$ cat src/hw/rtl/u16u8_pkg.sv
// Shared types and constants of the UTF-16 to UTF-8 validating transcoder.
package u16u8_pkg;

   localparam int unsigned MAX_UNITS_LIMIT_DEF = 4096;
   localparam int unsigned CFG_W = 13;
   localparam logic [CFG_W-1:0] MAX_UNITS_RST = 13'd4096;

   localparam int unsigned UNIT_W = 16;
   localparam int unsigned BYTE_W = 8;
   localparam int unsigned CODE_W = 3;
   localparam int unsigned REQ_DATA_W = 16;
   localparam int unsigned RSP_DATA_W = 16;

   typedef enum logic [CODE_W-1:0] {
      ST_OK    = 3'd0,
      ST_EMPTY = 3'd1,
      ST_LONG  = 3'd2,
      ST_CTRL  = 3'd3,
      ST_SURR  = 3'd4
   } status_type;

endpackage

$ cat src/hw/rtl/utf16_to_utf8_validating.sv
// Top level of the UTF-16 to UTF-8 validating transcoder.
//
//   channel   direction  tdata                                  tuser / tlast
//   req_      in         [15:0] code_unit                       tlast = end_marker
//   rsp_      out        [7:0] out_byte, [10:8] status_code,    tuser = is_status,
//                        [15:11] zero                           tlast = run_last
//   csr_      in         csr_wdata[12:0] = max_units            csr_we = write
//
// A request enters an input register and is decoded from there into a result
// register of up to four bytes, which drains one byte per cycle while rsp_tready
// is high. A code unit yields 1 to 4 output bytes, a request that yields no
// byte is consumed without a result, and an end marker yields one status byte.
// The next request is taken while the result register still drains.
// Reset is synchronous; it clears the string state and sets max_units to 4096.
// A stall on rsp_tready holds the result and, once the input register is full
// with a request that yields bytes, lowers req_tready.
module utf16_to_utf8_validating #(
   parameter int unsigned MAX_UNITS_LIMIT = u16u8_pkg::MAX_UNITS_LIMIT_DEF
) (
   input  logic                              clock,
   input  logic                              reset,
   input  logic                              req_tvalid,
   output logic                              req_tready,
   input  logic [u16u8_pkg::REQ_DATA_W-1:0]  req_tdata,  // [15:0] code_unit
   input  logic                              req_tlast,  // end_marker
   output logic                              rsp_tvalid,
   input  logic                              rsp_tready,
   output logic [u16u8_pkg::RSP_DATA_W-1:0]  rsp_tdata,  // [7:0] out_byte,
                                                         // [10:8] status_code
   output logic                              rsp_tuser,  // is_status
   output logic                              rsp_tlast,  // run_last
   input  logic                              csr_we,
   input  logic [u16u8_pkg::CFG_W-1:0]       csr_wdata   // max_units
);

   localparam int unsigned CNT_W = $clog2(MAX_UNITS_LIMIT + 2);
   localparam int unsigned LW = (CNT_W > u16u8_pkg::CFG_W) ? CNT_W : u16u8_pkg::CFG_W;
   localparam logic [LW-1:0] LIMIT = LW'(MAX_UNITS_LIMIT);

   logic [u16u8_pkg::CFG_W-1:0]    max_units_ff;

   logic                           in_vld_ff;
   logic [u16u8_pkg::UNIT_W-1:0]   in_unit_ff;
   logic                           in_end_ff;

   logic                           high_pending_ff, high_pending_in;
   logic [9:0]                     high_payload_ff, high_payload_in;
   logic [CNT_W-1:0]               unit_count_ff, unit_count_in;
   u16u8_pkg::status_type          first_error_ff, first_error_in;

   logic [u16u8_pkg::BYTE_W-1:0]   buf_ff [4];
   logic [u16u8_pkg::BYTE_W-1:0]   buf_in [4];
   logic [2:0]                     cnt_ff, cnt_in;
   logic                           is_status_ff, is_status_in;
   u16u8_pkg::status_type          code_ff, code_in;

   logic [2:0]                     nbytes;
   logic                           buf_free;
   logic                           in_take;
   logic [LW-1:0]                  lim;
   logic [LW-1:0]                  count_ext;
   logic [20:0]                    cp;
   logic [u16u8_pkg::UNIT_W-1:0]   unit;

   assign buf_free   = (cnt_ff == 3'd0) || (rsp_tready && cnt_ff == 3'd1);
   assign in_take    = in_vld_ff && ((nbytes == 3'd0) || buf_free);
   assign req_tready = !in_vld_ff || in_take;

   assign rsp_tvalid = (cnt_ff != 3'd0);
   assign rsp_tlast  = (cnt_ff == 3'd1);
   assign rsp_tuser  = is_status_ff;
   assign rsp_tdata  = {5'd0, code_ff, buf_ff[0]};

   always_comb begin
      unit = in_unit_ff;
      count_ext = LW'(unit_count_ff);
      lim = LW'(max_units_ff);
      if (lim == '0) begin
         lim = LW'(1);
      end else if (lim > LIMIT) begin
         lim = LIMIT;
      end

      high_pending_in = high_pending_ff;
      high_payload_in = high_payload_ff;
      unit_count_in   = unit_count_ff;
      first_error_in  = first_error_ff;
      nbytes          = 3'd0;
      is_status_in    = 1'b0;
      code_in         = u16u8_pkg::ST_OK;
      cp              = '0;
      for (int i = 0; i < 4; i++) begin
         buf_in[i] = '0;
      end

      if (in_end_ff) begin
         nbytes = 3'd1;
         is_status_in = 1'b1;
         if (unit_count_ff == '0) begin
            code_in = u16u8_pkg::ST_EMPTY;
         end else if (count_ext > lim) begin
            code_in = u16u8_pkg::ST_LONG;
         end else if (first_error_ff != u16u8_pkg::ST_OK) begin
            code_in = first_error_ff;
         end else if (high_pending_ff) begin
            code_in = u16u8_pkg::ST_SURR;
         end
         high_pending_in = 1'b0;
         high_payload_in = '0;
         unit_count_in   = '0;
         first_error_in  = u16u8_pkg::ST_OK;
      end else begin
         if (count_ext <= lim) begin
            unit_count_in = unit_count_ff + CNT_W'(1);
         end
         if (high_pending_ff) begin
            high_pending_in = 1'b0;
            high_payload_in = '0;
            if (unit[15:10] != 6'b110111) begin
               if (first_error_ff == u16u8_pkg::ST_OK) begin
                  first_error_in = u16u8_pkg::ST_SURR;
               end
            end else begin
               cp = 21'h10000 + {1'b0, high_payload_ff, unit[9:0]};
               nbytes = 3'd4;
               buf_in[0] = {5'b11110, cp[20:18]};
               buf_in[1] = {2'b10, cp[17:12]};
               buf_in[2] = {2'b10, cp[11:6]};
               buf_in[3] = {2'b10, cp[5:0]};
            end
         end else if (unit < 16'd32 || unit == 16'd127) begin
            if (first_error_ff == u16u8_pkg::ST_OK) begin
               first_error_in = u16u8_pkg::ST_CTRL;
            end
         end else if (unit[15:10] == 6'b110110) begin
            high_pending_in = 1'b1;
            high_payload_in = unit[9:0];
         end else if (unit[15:10] == 6'b110111) begin
            if (first_error_ff == u16u8_pkg::ST_OK) begin
               first_error_in = u16u8_pkg::ST_SURR;
            end
         end else if (unit < 16'h0080) begin
            nbytes = 3'd1;
            buf_in[0] = unit[7:0];
         end else if (unit < 16'h0800) begin
            nbytes = 3'd2;
            buf_in[0] = {3'b110, unit[10:6]};
            buf_in[1] = {2'b10, unit[5:0]};
         end else begin
            nbytes = 3'd3;
            buf_in[0] = {4'b1110, unit[15:12]};
            buf_in[1] = {2'b10, unit[11:6]};
            buf_in[2] = {2'b10, unit[5:0]};
         end
      end
      cnt_in = nbytes;
   end

   always_ff @(posedge clock) begin
      if (reset) begin
         max_units_ff <= u16u8_pkg::MAX_UNITS_RST;
      end else if (csr_we) begin
         max_units_ff <= csr_wdata;
      end
   end

   always_ff @(posedge clock) begin
      if (reset) begin
         in_vld_ff <= 1'b0;
      end else if (req_tready) begin
         in_vld_ff <= req_tvalid;
      end
      if (req_tready && req_tvalid) begin
         in_unit_ff <= req_tdata[u16u8_pkg::UNIT_W-1:0];
         in_end_ff  <= req_tlast;
      end
   end

   always_ff @(posedge clock) begin
      if (reset) begin
         high_pending_ff <= 1'b0;
         high_payload_ff <= '0;
         unit_count_ff   <= '0;
         first_error_ff  <= u16u8_pkg::ST_OK;
      end else if (in_take) begin
         high_pending_ff <= high_pending_in;
         high_payload_ff <= high_payload_in;
         unit_count_ff   <= unit_count_in;
         first_error_ff  <= first_error_in;
      end
   end

   always_ff @(posedge clock) begin
      if (reset) begin
         cnt_ff <= 3'd0;
      end else if (in_take && nbytes != 3'd0) begin
         cnt_ff <= cnt_in;
      end else if (rsp_tvalid && rsp_tready) begin
         cnt_ff <= cnt_ff - 3'd1;
      end
   end

   always_ff @(posedge clock) begin
      if (in_take && nbytes != 3'd0) begin
         buf_ff       <= buf_in;
         is_status_ff <= is_status_in;
         code_ff      <= code_in;
      end else if (rsp_tvalid && rsp_tready) begin
         buf_ff[0] <= buf_ff[1];
         buf_ff[1] <= buf_ff[2];
         buf_ff[2] <= buf_ff[3];
         buf_ff[3] <= '0;
      end
   end

endmodule

$ cat config.mk
export PLATFORM = sky130hd
export DESIGN_NAME = utf16_to_utf8_validating
export DESIGN_NICKNAME = d
export VERILOG_FILES = /design/src/hw/rtl/u16u8_pkg.sv /design/src/hw/rtl/utf16_to_utf8_validating.sv
export SDC_FILE = /design/constraint.sdc
export NUM_CORES = 1
export LEC_CHECK = 0
export ABC_AREA = 1
export BUFFER_PORTS_ARGS = -buffer_cell sky130_fd_sc_hd__buf_2
export CAP_MARGIN = 5
export CORE_ASPECT_RATIO = 0.9
export CORE_MARGIN = 10
export CORE_UTILIZATION = 59
export CTS_BUF_LIST = sky130_fd_sc_hd__clkbuf_16
export CTS_CLUSTER_DIAMETER = 40
export DETAILED_ROUTE_END_ITERATION = 8
export PLACE_DENSITY = 0.9
export SYNTH_ARGS = -nofsm -noshare
export SYNTH_HDL_FRONTEND = slang
export SYNTH_SLANG_ARGS = --single-unit
$ cat constraint.sdc
create_clock -name clock -period 2.9 [get_ports clock]
set_input_delay 0.145 -clock clock [delete_from_list [all_inputs] [get_ports clock]]
set_output_delay 0.145 -clock clock [all_outputs]
set_load 0.05 [all_outputs]
After elaboration in Yosys (flattened, before gate mapping)
Cells that the tools add are included.
{"block": "classes", "add_sub_neg": 3, "magnitude_cmp": 6, "eq_ne": 9, "mux": 48, "bitwise": 1, "n_reduce_logical": 27}
{"op": "$mux W32", "n": 4}
{"op": "$mux W24", "n": 4}
{"op": "$mux W13", "n": 4}
{"op": "$mux W3", "n": 15}
{"op": "$mux W10", "n": 4}
{"op": "$logic_not A13 Y1", "n": 2}
{"op": "$mux W8", "n": 3}
{"op": "$add A17 B20 Y21 const A", "n": 1}
{"op": "$eq A16 B7 Y1 const B", "n": 1}
{"op": "$lt A16 B12 Y1 const B", "n": 1}
{"op": "$lt A16 B6 Y1 const B", "n": 1}
{"op": "$lt A16 B8 Y1 const B", "n": 1}
{"op": "$mux W16", "n": 1}
{"op": "$mux W14", "n": 1}
{"op": "$add A13 B1 Y13 const B", "n": 1}
{"op": "$gt A13 B13 Y1", "n": 1}
{"op": "$gt A13 B13 Y1 const B", "n": 1}
{"op": "$le A13 B13 Y1", "n": 1}
{"op": "$eq A6 B6 Y1 const B", "n": 2}
{"op": "$reduce_bool A3 Y1", "n": 4}
{"op": "$mux W2", "n": 5}
{"op": "$logic_not A3 Y1", "n": 3}
{"op": "$ne A4 B4 Y1 const B", "n": 2}
{"op": "$mux W1", "n": 7}
{"op": "16 further kinds", "n": 24}
{"block": "totals", "ff_bits": 97, "inputBits": 35, "output_inout_bits": 20, "elab_cells": 111}

Logic depth before layout (Yosys ltp)
Gate-level depths: netlist of run 1.
{"block": "depth", "depth_word": 13, "mapped_depth": 16, "mapped_depth_nobuf": 16}

Least setup slack after synthesis of run 1
Ideal clock, no wire load.
{"block": "synth_timing", "path_type": "register to register", "start": "reg cnt_ff[1]", "end": "reg in_end_ff, enable pin", "setup_time_ps": 369, "arrival_ps": 2524, "required_ps": 2531, "path_slack_ps": 7, "stages_incl_launch_ff": 11, "n_path_buf": 0, "synth_period_minus_slack_ps": 2893, "path_cell_list": "dfxtp_1 > inv_1 > ha_1 > inv_1 > nor2_1 > nand2_1 > nand2_1 > inv_1 > nand3_1 > nand2_1 > inv_1"}
{"block": "synth_via", "elab_chain_len": 7, "word_cells_on_any_way": 8, "cone_classes": "1 x eq/ne; 7 x reduce/logical"}
{"item": "start, declared", "line": "utf16_to_utf8_validating.sv:53", "rtl": "logic [2:0] cnt_ff, cnt_in;"}
{"item": "start signal, assigned", "line": "utf16_to_utf8_validating.sv:197", "rtl": "cnt_ff <= cnt_in;"}
{"item": "start signal, assigned", "line": "utf16_to_utf8_validating.sv:199", "rtl": "cnt_ff <= cnt_ff - 3'd1;"}
{"item": "$eq A3 B1 Y1"}
{"item": "via rsp_tlast", "line": "utf16_to_utf8_validating.sv:31", "rtl": "output logic rsp_tlast,"}
{"item": "$logic_and A1 B1 Y1", "line": "utf16_to_utf8_validating.sv:65", "rtl": "assign buf_free = (cnt_ff == 3'd0) || (rsp_tready && cnt_ff == 3'd1);"}
{"item": "$logic_or A1 B1 Y1", "line": "utf16_to_utf8_validating.sv:65"}
{"item": "$logic_or A1 B1 Y1", "line": "utf16_to_utf8_validating.sv:66", "rtl": "assign in_take = in_vld_ff && ((nbytes == 3'd0) || buf_free);"}
{"item": "$logic_and A1 B1 Y1", "line": "utf16_to_utf8_validating.sv:66"}
{"item": "$logic_or A1 B1 Y1", "line": "utf16_to_utf8_validating.sv:67", "rtl": "assign req_tready = !in_vld_ff || in_take;"}
{"item": "via req_tready", "line": "utf16_to_utf8_validating.sv:23", "rtl": "output logic req_tready,"}
{"item": "$logic_and A1 B1 Y1", "line": "utf16_to_utf8_validating.sv:173", "rtl": "if (req_tready && req_tvalid) begin"}
{"item": "end signal, assigned", "line": "utf16_to_utf8_validating.sv:175", "rtl": "in_end_ff <= req_tlast;"}
{"item": "end, declared", "line": "utf16_to_utf8_validating.sv:44", "rtl": "logic in_end_ff;"}
The timed path passes the listed nets, and every way through them passes these cells.
A chain may end at the register's enable or synchronous reset.

Worst setup path in the final report of run 1
{"block": "layout_timing", "start": "reg max_units_ff[0] (netlist name)", "end": "reg unit_count_ff[6] (netlist: count_ext[6])"}
{"block": "layout_via", "elab_chain_len": 6, "word_cells_on_any_way": 7, "cone_classes": "2 x order compare; 2 x mux; 3 x reduce/logical"}
{"item": "start, declared", "line": "utf16_to_utf8_validating.sv:40", "rtl": "logic [u16u8_pkg::CFG_W-1:0] max_units_ff;"}
{"item": "start signal, assigned", "line": "utf16_to_utf8_validating.sv:161", "rtl": "max_units_ff <= u16u8_pkg::MAX_UNITS_RST;"}
{"item": "start signal, assigned", "line": "utf16_to_utf8_validating.sv:163", "rtl": "max_units_ff <= csr_wdata;"}
{"item": "$gt A13 B13 Y1", "line": "utf16_to_utf8_validating.sv:80", "rtl": "end else if (lim > LIMIT) begin"}
{"item": "$mux W13", "line": "utf16_to_utf8_validating.sv:80"}
{"item": "$mux W13 *", "line": "utf16_to_utf8_validating.sv:78", "rtl": "if (lim == '0) begin"}
{"item": "$le A13 B13 Y1 *", "line": "utf16_to_utf8_validating.sv:113", "rtl": "if (count_ext <= lim) begin"}
{"item": "$reduce_bool A2 Y1 (no source line) *"}
{"item": "$reduce_and A2 Y1 (no source line) *"}
{"item": "end signal, assigned", "line": "utf16_to_utf8_validating.sv:188", "rtl": "unit_count_ff <= unit_count_in;"}
{"item": "end, declared", "line": "utf16_to_utf8_validating.sv:48", "rtl": "logic [CNT_W-1:0] unit_count_ff, unit_count_in;"}
Mark *: on every way between the ends. The rest lies on a longest branch, timed or not.

==> impl_results.md, run 1 <==
- Die area: between 10000 and 15000 um2
- Final Cycle Share: 90.84%
- First-pass GRT wire length: around 20 mm
- Clock Pin Slew Worst Setup and Hold Paths: roughly 70 ps
- H-tree levels: 3
- Largest net degree at the start of global routing: 30
- Residual DRC count: 0
- Power per standard cell area: 793.1 nW/um2
- RSZ-0062 raised after global routing: false
- Yosys cell types: 40
- Port Buffers: 49
- # diodes: 0
- Starting density of the core: 60.08%
- Total grt overflow: 0
- Logic gate share of total power: 31.5%
- Cells after Synth: 622
- MaxCap Viol Count: 0
- Fmax: 0.3796 GHz
- Ys async rst share: 0%
- Cell area after synthesis: 5100 um2
- Slowest CP cell: nor4_1
- Post-synth top area share: 29.44%
- Skew final: 9.515 ps
- Multi-input combinational cell area: 2278 um2
- Minimum clock period: 2634 ps
- Endpoints failing setup: 0
- Global placement routability congestion: 0.9921
- Max Used Layer: met4
- Post-route setup TNS: 0 ps
- Global Route Usage Sum: between 15 and 20%
- Worst-Skew Late Latency: about 350 ps
- Register area share after synthesis: around 47%
- Max Slew Vio Count: 0
- HP Class: input pin to register
- Register share of total power: 42.5%
- Switch share: ~38%
- Critical Path Fanout Max: 12
- HPWL Detailed: 8.760 mm
- Peak VDD IR: 0.5010 mV
- Register Area: 2382 um2
- Routed wire per std cell: about 16 um
- Via count: 4538
- Die Height: around 110 um
- Placeable Area: 8488 um2
- Worst setup EP type: register
- Crit path required time: around 3200 ps
- Dominant cell type by area after synthesis: edfxtp_1
- EDFF count, synth: 50
- WL met3: between 1 and 1.5 mm
- Vias per inst: 5.701
- Worst setup SP type: register
- Number of global-route vias before repair: 4159
- Outcome: finished clean
- Hold slack: between 10 and 15 ps
- Worst path bufs/invs: 2
- Relative slew slack: 46.12%
- Yosys reg bits: 94
- Initial antenna violation count: 0
- Finished Layout Cells: 796
- DR pass1 iterations: 6
- Mean Syn Cell Area: 8.199 um2
- Nets: 726
- Worst R2R Setup Slack: 270 ps
- Most frequent CP cell: nand2_1
- Worst-path cell chain: nor4_1, nand3_1, nand2_2, nand2_1, ha_1, nand2_1, inv_1, o21ai_0, nand3_1, nand2_1, nand2_1, nand3_1, buf_4, nand4_1, a21oi_1
- Max clock buf depth: 2
- Layout cells sized above 1: 13.88%
- Delay-heaviest family, CP: simple AND/OR/NAND/NOR gates
- Ys Warns: 0
- # IOs: 55
- Cell Rows: 32
- Main area contributors after synthesis: edfxtp_1, dfxtp_1, nand2_1
- Total power: 4.615 mW
- Post-synth top flop: edfxtp_1
- Die width: 118 um
- Area grow syn2layout: 14.08%
- Num Clock Sinks: 94
- CP max stage delay: ~330 ps
- Clk network pwr share: 26.0%
- Routed Antenna Nets: 0
- Total placed cells including tap cells: 763
- CTS tree: yes
- Fillers: between 600 and 700
- Root Driver: clkbuf_16
- Metal-1 WL: 5.476 mm
- NetSw: ~1.7 mW
- Final Hold Fails: 0
- WS Path Type: register to register
- DRT iter0 DRCs: 541
- Drt total wl: 12.45 mm
- Crit path DAT: approximately 2900 ps
- CTS Buf Count: 9
- Leakage: 2.482 nW
- Met2 routed wirelength: between 5 and 6 mm
- Power Internal: 2.882 mW
- Worst slew pin tran: 805.3 ps
[worst min-delay path, cell delays in order]
cell and delay (ps):
buf_2 80, a21oi_1 50, o21ai_0 60
[layout by cell type, fill, tap and decap left out, types with 2 or more instances in the layout]
cell type / Yosys / final
nor3_1: 6 / 6
nand4_1: 28 / 28
nor4_1: 5 / 5
nand3_4: 2 / 3
o21ai_0: 32 / 32
a22oi_1: 12 / 12
nand2_2: 3 / 4
a21oi_1: 40 / 40
nor3b_1: 3 / 3
o22ai_1: 5 / 5
nand2_1: 130 / 129
buf_4: 14 / 8
nand3_2: 6 / 5
conb_1: 1 / 5
xor2_1: 8 / 8
o21ai_1: 9 / 9
inv_2: 2 / 2
nand3_1: 24 / 24
buf_2: 5 / 49
dfxtp_1: 44 / 44
inv_6: 0 / 2
nor2_2: 3 / 3
dlygate4sd3_1: 0 / 17
clkinvlp_4: 0 / 2
nor2_1: 80 / 80
clkbuf_16: 0 / 9
xnor2_1: 3 / 3
ha_1: 19 / 19
inv_1: 58 / 58
edfxtp_1: 50 / 50
[flip-flops by register name, indices dropped and copies added, names as in the netlist]
signal	flops
buf_ff	21
in_vld_ff	1
code_ff	3
first_error_ff	3
in_end_ff	1
in_unit_ff	16
max_units_ff	13
rsp_tdata	8
cnt_ff	3
high_payload_ff	10
high_pending_ff	1
rsp_tuser	1
count_ext	13
[through the flow]
| step | area (um2) | setup WS [ps] | util, % |
|---|---|---|---|
| floorplan | 5115 | 7.282 | - |
| global placement | 5334 | 396.5 | 62.84 |
| detailed placement | 5334 | 272.6 | 62.84 |
| CTS | 5808 | 234.6 | 68.43 |
| global route | 5818 | 10.97 | 68.54 |
| finish | 5818 | 265.7 | 68.54 |
[cell families (layout without fill, tap and decap cells)]
group	after synthesis	in the layout	share of synthesized area (%)
AOI/OAI and AO/OA	103	103	11.06
xor gates and xnor gates	11	11	1.889
adders and majority gates	19	19	4.661
buffers and inverters	100	151	9.102
DFF	94	94	46.71
other	1	5	0.07353
and+or+nand+nor	294	294	26.50
[cell type report]
| class | count | area share (%) |
|---|---|---|
| Clock buffer | 9 | 3.871 |
| Multi-Input combinational cell | 432 | 39.16 |
| Sequential cell | 94 | 40.95 |
| Tap cell | 119 | 2.559 |
| Inverter | 61 | 3.935 |
| Clock inverter | 7 | 1.355 |
| Timing Repair Buffer | 74 | 8.172 |
[power by group through the flow]
stage | Clock, mW | Combinational, mW | Sequential [mW]
after floorplan | 0 | 1.19 | 1.98
after global placement | 0 | 1.38 | 1.97
after detailed placement | 0 | 1.42 | 1.99
after CTS | 1.21 | 1.44 | 1.96
after global routing | 1.26 | 1.61 | 1.99
final | 1.20 | 1.45 | 1.96
[path summary, 6_finish.rpt]
path,startpoint,cells after the start,to
max,max_units_ff[0],15,count_ext[6]
min,csr_wdata[12],3,max_units_ff[12]
max reg2reg,max_units_ff[0],15,count_ext[6]
min reg2reg,high_payload_ff[4],2,high_payload_ff[4]
[metal layers]
metal / global-route usage, % / vias to the layer above
li1: - / 2181
met1: 25.42 / 2099
met3: 5.107 / 25
met5: 0 / -
met4: 7.231 / 0
met2: 30.66 / 233
[Yosys cell counts, types with 2 or more instances]
cell type and instances:
nand2_1 130, nor2_1 80, inv_1 58, edfxtp_1 50, dfxtp_1 44, a21oi_1 40
o21ai_0 32, nand4_1 28, nand3_1 24, ha_1 19, clkbuf_1 16, buf_4 14
a22oi_1 12, o21ai_1 9, xor2_1 8, nand3_2 6, nor3_1 6, buf_2 5
nor4_1 5, o22ai_1 5, nand2_2 3, nor2_2 3, nor3b_1 3, xnor2_1 3
buf_8 2, inv_2 2, nand3_4 2
[what timing repair did]
item                       in CTS  in global routing
hold buffers                   17                  0
gates resized for setup         0                  2
hold endpoints to repair       17                  0
buffers inserted                0                  0
setup endpoints to repair       0                 13
(Power assumes the default switching activity.)
==> inputs of run 2 (changes only) <==
--- a/config.mk
+++ b/config.mk
@@ -9,7 +9,7 @@
 export BUFFER_PORTS_ARGS = -buffer_cell sky130_fd_sc_hd__buf_2
 export CAP_MARGIN = 5
 export CORE_ASPECT_RATIO = 0.9
-export CORE_MARGIN = 10
+export CORE_MARGIN = 2
 export CORE_UTILIZATION = 59
 export CTS_BUF_LIST = sky130_fd_sc_hd__clkbuf_16
 export CTS_CLUSTER_DIAMETER = 40
==> impl_results.md, run 2 (synthesized netlist as in run 1, its figures left out) <==
- Number of global-route vias before repair: 4271 (+2.7%)
- Most flops, register: buf_ff
- Total power: 4.615 mW (about the same)
- Most frequent cells in the layout: nand2_1, nor2_1, inv_1
- Biggest regs: buf_ff (21), in_unit_ff (16)
- Crit path required time: 3110 ps (-60 ps)
- Crit path DAT: 2920 ps (+20 ps)
- Routed Antenna Nets: 0 (unchanged)
- Global placement routability congestion: 0.9651 (-2.7%)
- Residual DRC count: 0 (unchanged)
- Max clock buf depth: 2 (unchanged)
- Max FFs per register: 21 (unchanged)
- Vias per inst: 5.747 (+0.81%)
- Num Clock Sinks: 94 (unchanged)
- H-tree levels: 3 (unchanged)
- Routed wire per std cell: 15.31 um (-2.1%)
- Endpoints failing setup: 0 (unchanged)
- Global Route Usage Sum: 27.12% (+7.7 points)
- Fmax: 0.3689 GHz (-2.8%)
- Starting density of the core: 60.08% (unchanged)
- Port Buffers: 49 (unchanged)
- Total grt overflow: 0 (unchanged)
- Drt total wl: 12.17 mm (-2.2%)
- Clock Pin Slew Worst Setup and Hold Paths: 70 ps (about the same)
- DRT iter0 DRCs: 599 (+11%)
- Initial antenna violation count: 0 (unchanged)
- Final Util: 68.35% (-0.19 points)
- First-pass GRT wire length: 20.00 mm (-1.7%)
- HP Class: input pin to register
- Area grow syn2layout: 13.76%
- Minimum clock period: 2711 ps (+76.79 ps)
- Skew final: 9.433 ps (-0.08188 ps)
- Worst setup EP type: register
- Power per standard cell area: 795.4 nW/um2 (+0.28%)
- Total placed cells including tap cells: 762 (-0.13%)
- Depth of the worst register-to-register path: 15 (unchanged)
- Die area: 9404 um2 (-26%)
- Worst slew pin tran: 739.1 ps (-66.16 ps)
- Worst-Skew Late Latency: 350 ps (about the same)
- Critical Path Fanout Max: 14 (+2)
- CTS Buf Count: 9 (unchanged)
- Largest net degree at the start of global routing: 31 (+3.3%)
- Hold slack: 20.37 ps (+10.25 ps)
- Post-route setup TNS: 0 ps (unchanged)
- Via count: 4569 (+0.68%)
- Leakage: 2.481 nW (about the same)
- MaxCap Viol Count: 0 (unchanged)
- Worst setup SP type: register
- Cell Rows: 32 (unchanged)
- Die width: 102 um (-14%)
- WS Path Type: register to register
- Root Driver: clkbuf_16
- Most common cell after layout, fill and taps aside: nand2_1
- Layout cells sized above 1: 13.61% (-0.28 points)
- Placeable Area: 8488 um2 (unchanged)
- HPWL Detailed: 8.345 mm (-4.7%)
- # IOs: 55 (unchanged)
- RSZ-0062 raised after global routing: false
- Hold path cells: 3 (unchanged)
- Relative slew slack: 50.54% (+4.4 points)
- Post-CTS Setup Bufs: 0 (unchanged)
- Die Height: 92.20 um (-15%)
- CTS tree: yes
- Outcome: finished clean
- # diodes: 0 (unchanged)
- DR pass1 iterations: 5 (-1)
- Nets: 725 (-0.14%)
- Final Cycle Share: 93.48% (+2.6 points)
- Finished Layout Cells: 795 (-0.13%)
- Max Slew Vio Count: 0 (unchanged)
- Peak VDD IR: 0.4582 mV (-8.5%)
- Final Hold Fails: 0 (unchanged)
## run 2: layout make-up
cell class	instances	area, um2
Inverter	61	229.0
Fill cell	636	2686
Clock inverter	7	77.57
Timing Repair Buffer	73	467.9
Clock buffer	9	225.2
Sequential cell	94	2382
Tap cell	119	148.9
Multi-Input combinational cell	432	2271
## run 2: metrics by stage
stage          setup WS, ps  cell area [um2]
3_5_place_dp          197.8             5326
6_report              189.0             5802
5_1_grt               13.14             5802
4_1_cts               137.5             5799
3_3_place_gp          390.8             5326
2_1_floorplan         7.282             5115
## run 2: path summary, 6_finish.rpt
path / endpoint / slack, ps / start
hold reg to reg: high_payload_ff[1] / 470 / high_payload_ff[1]
setup / recovery: count_ext[11] / 190 / max_units_ff[0]
hold / removal: max_units_ff[12] / 20 / csr_wdata[12]
setup reg to reg: count_ext[11] / 190 / max_units_ff[0]
## run 2: where the power goes
part / internal, mW / switching, mW / leakage (nW)
logic: 0.377 / 1.07 / 1.49
clock network: 0.679 / 0.534 / 0.149
registers: 1.81 / 0.145 / 0.844
total: 2.87 / 1.74 / 2.48
## run 2: routing by layer
layer,vias to the layer above,track usage (%),wire length (um)
li1,2183,-,-
met1,2089,38.91,5133
met2,269,42.11,5677
met3,28,4.268,1144
met4,0,8.778,215
met5,-,0,0
## run 2: what timing repair did
item / 4_1_cts / 5_1_grt
resized for setup: 0 / 1
hold buffers: 17 / 0
endpoints found under the setup margin: 0 / 13
hold endpoints to repair: 17 / 0
## run 2: critical path, stage by stage (launching register included)
cell	delay, ps
dfxtp_1	320
nor4_1	280
nand3_1	150
nand2_2	170
nand2_1	90
ha_1	330
nand2_1	90
inv_1	50
o21ai_0	180
nand3_1	100
nand2_1	90
nand2_1	80
nand3_1	120
nand3_2	290
nand2_1	170
a21oi_1	80
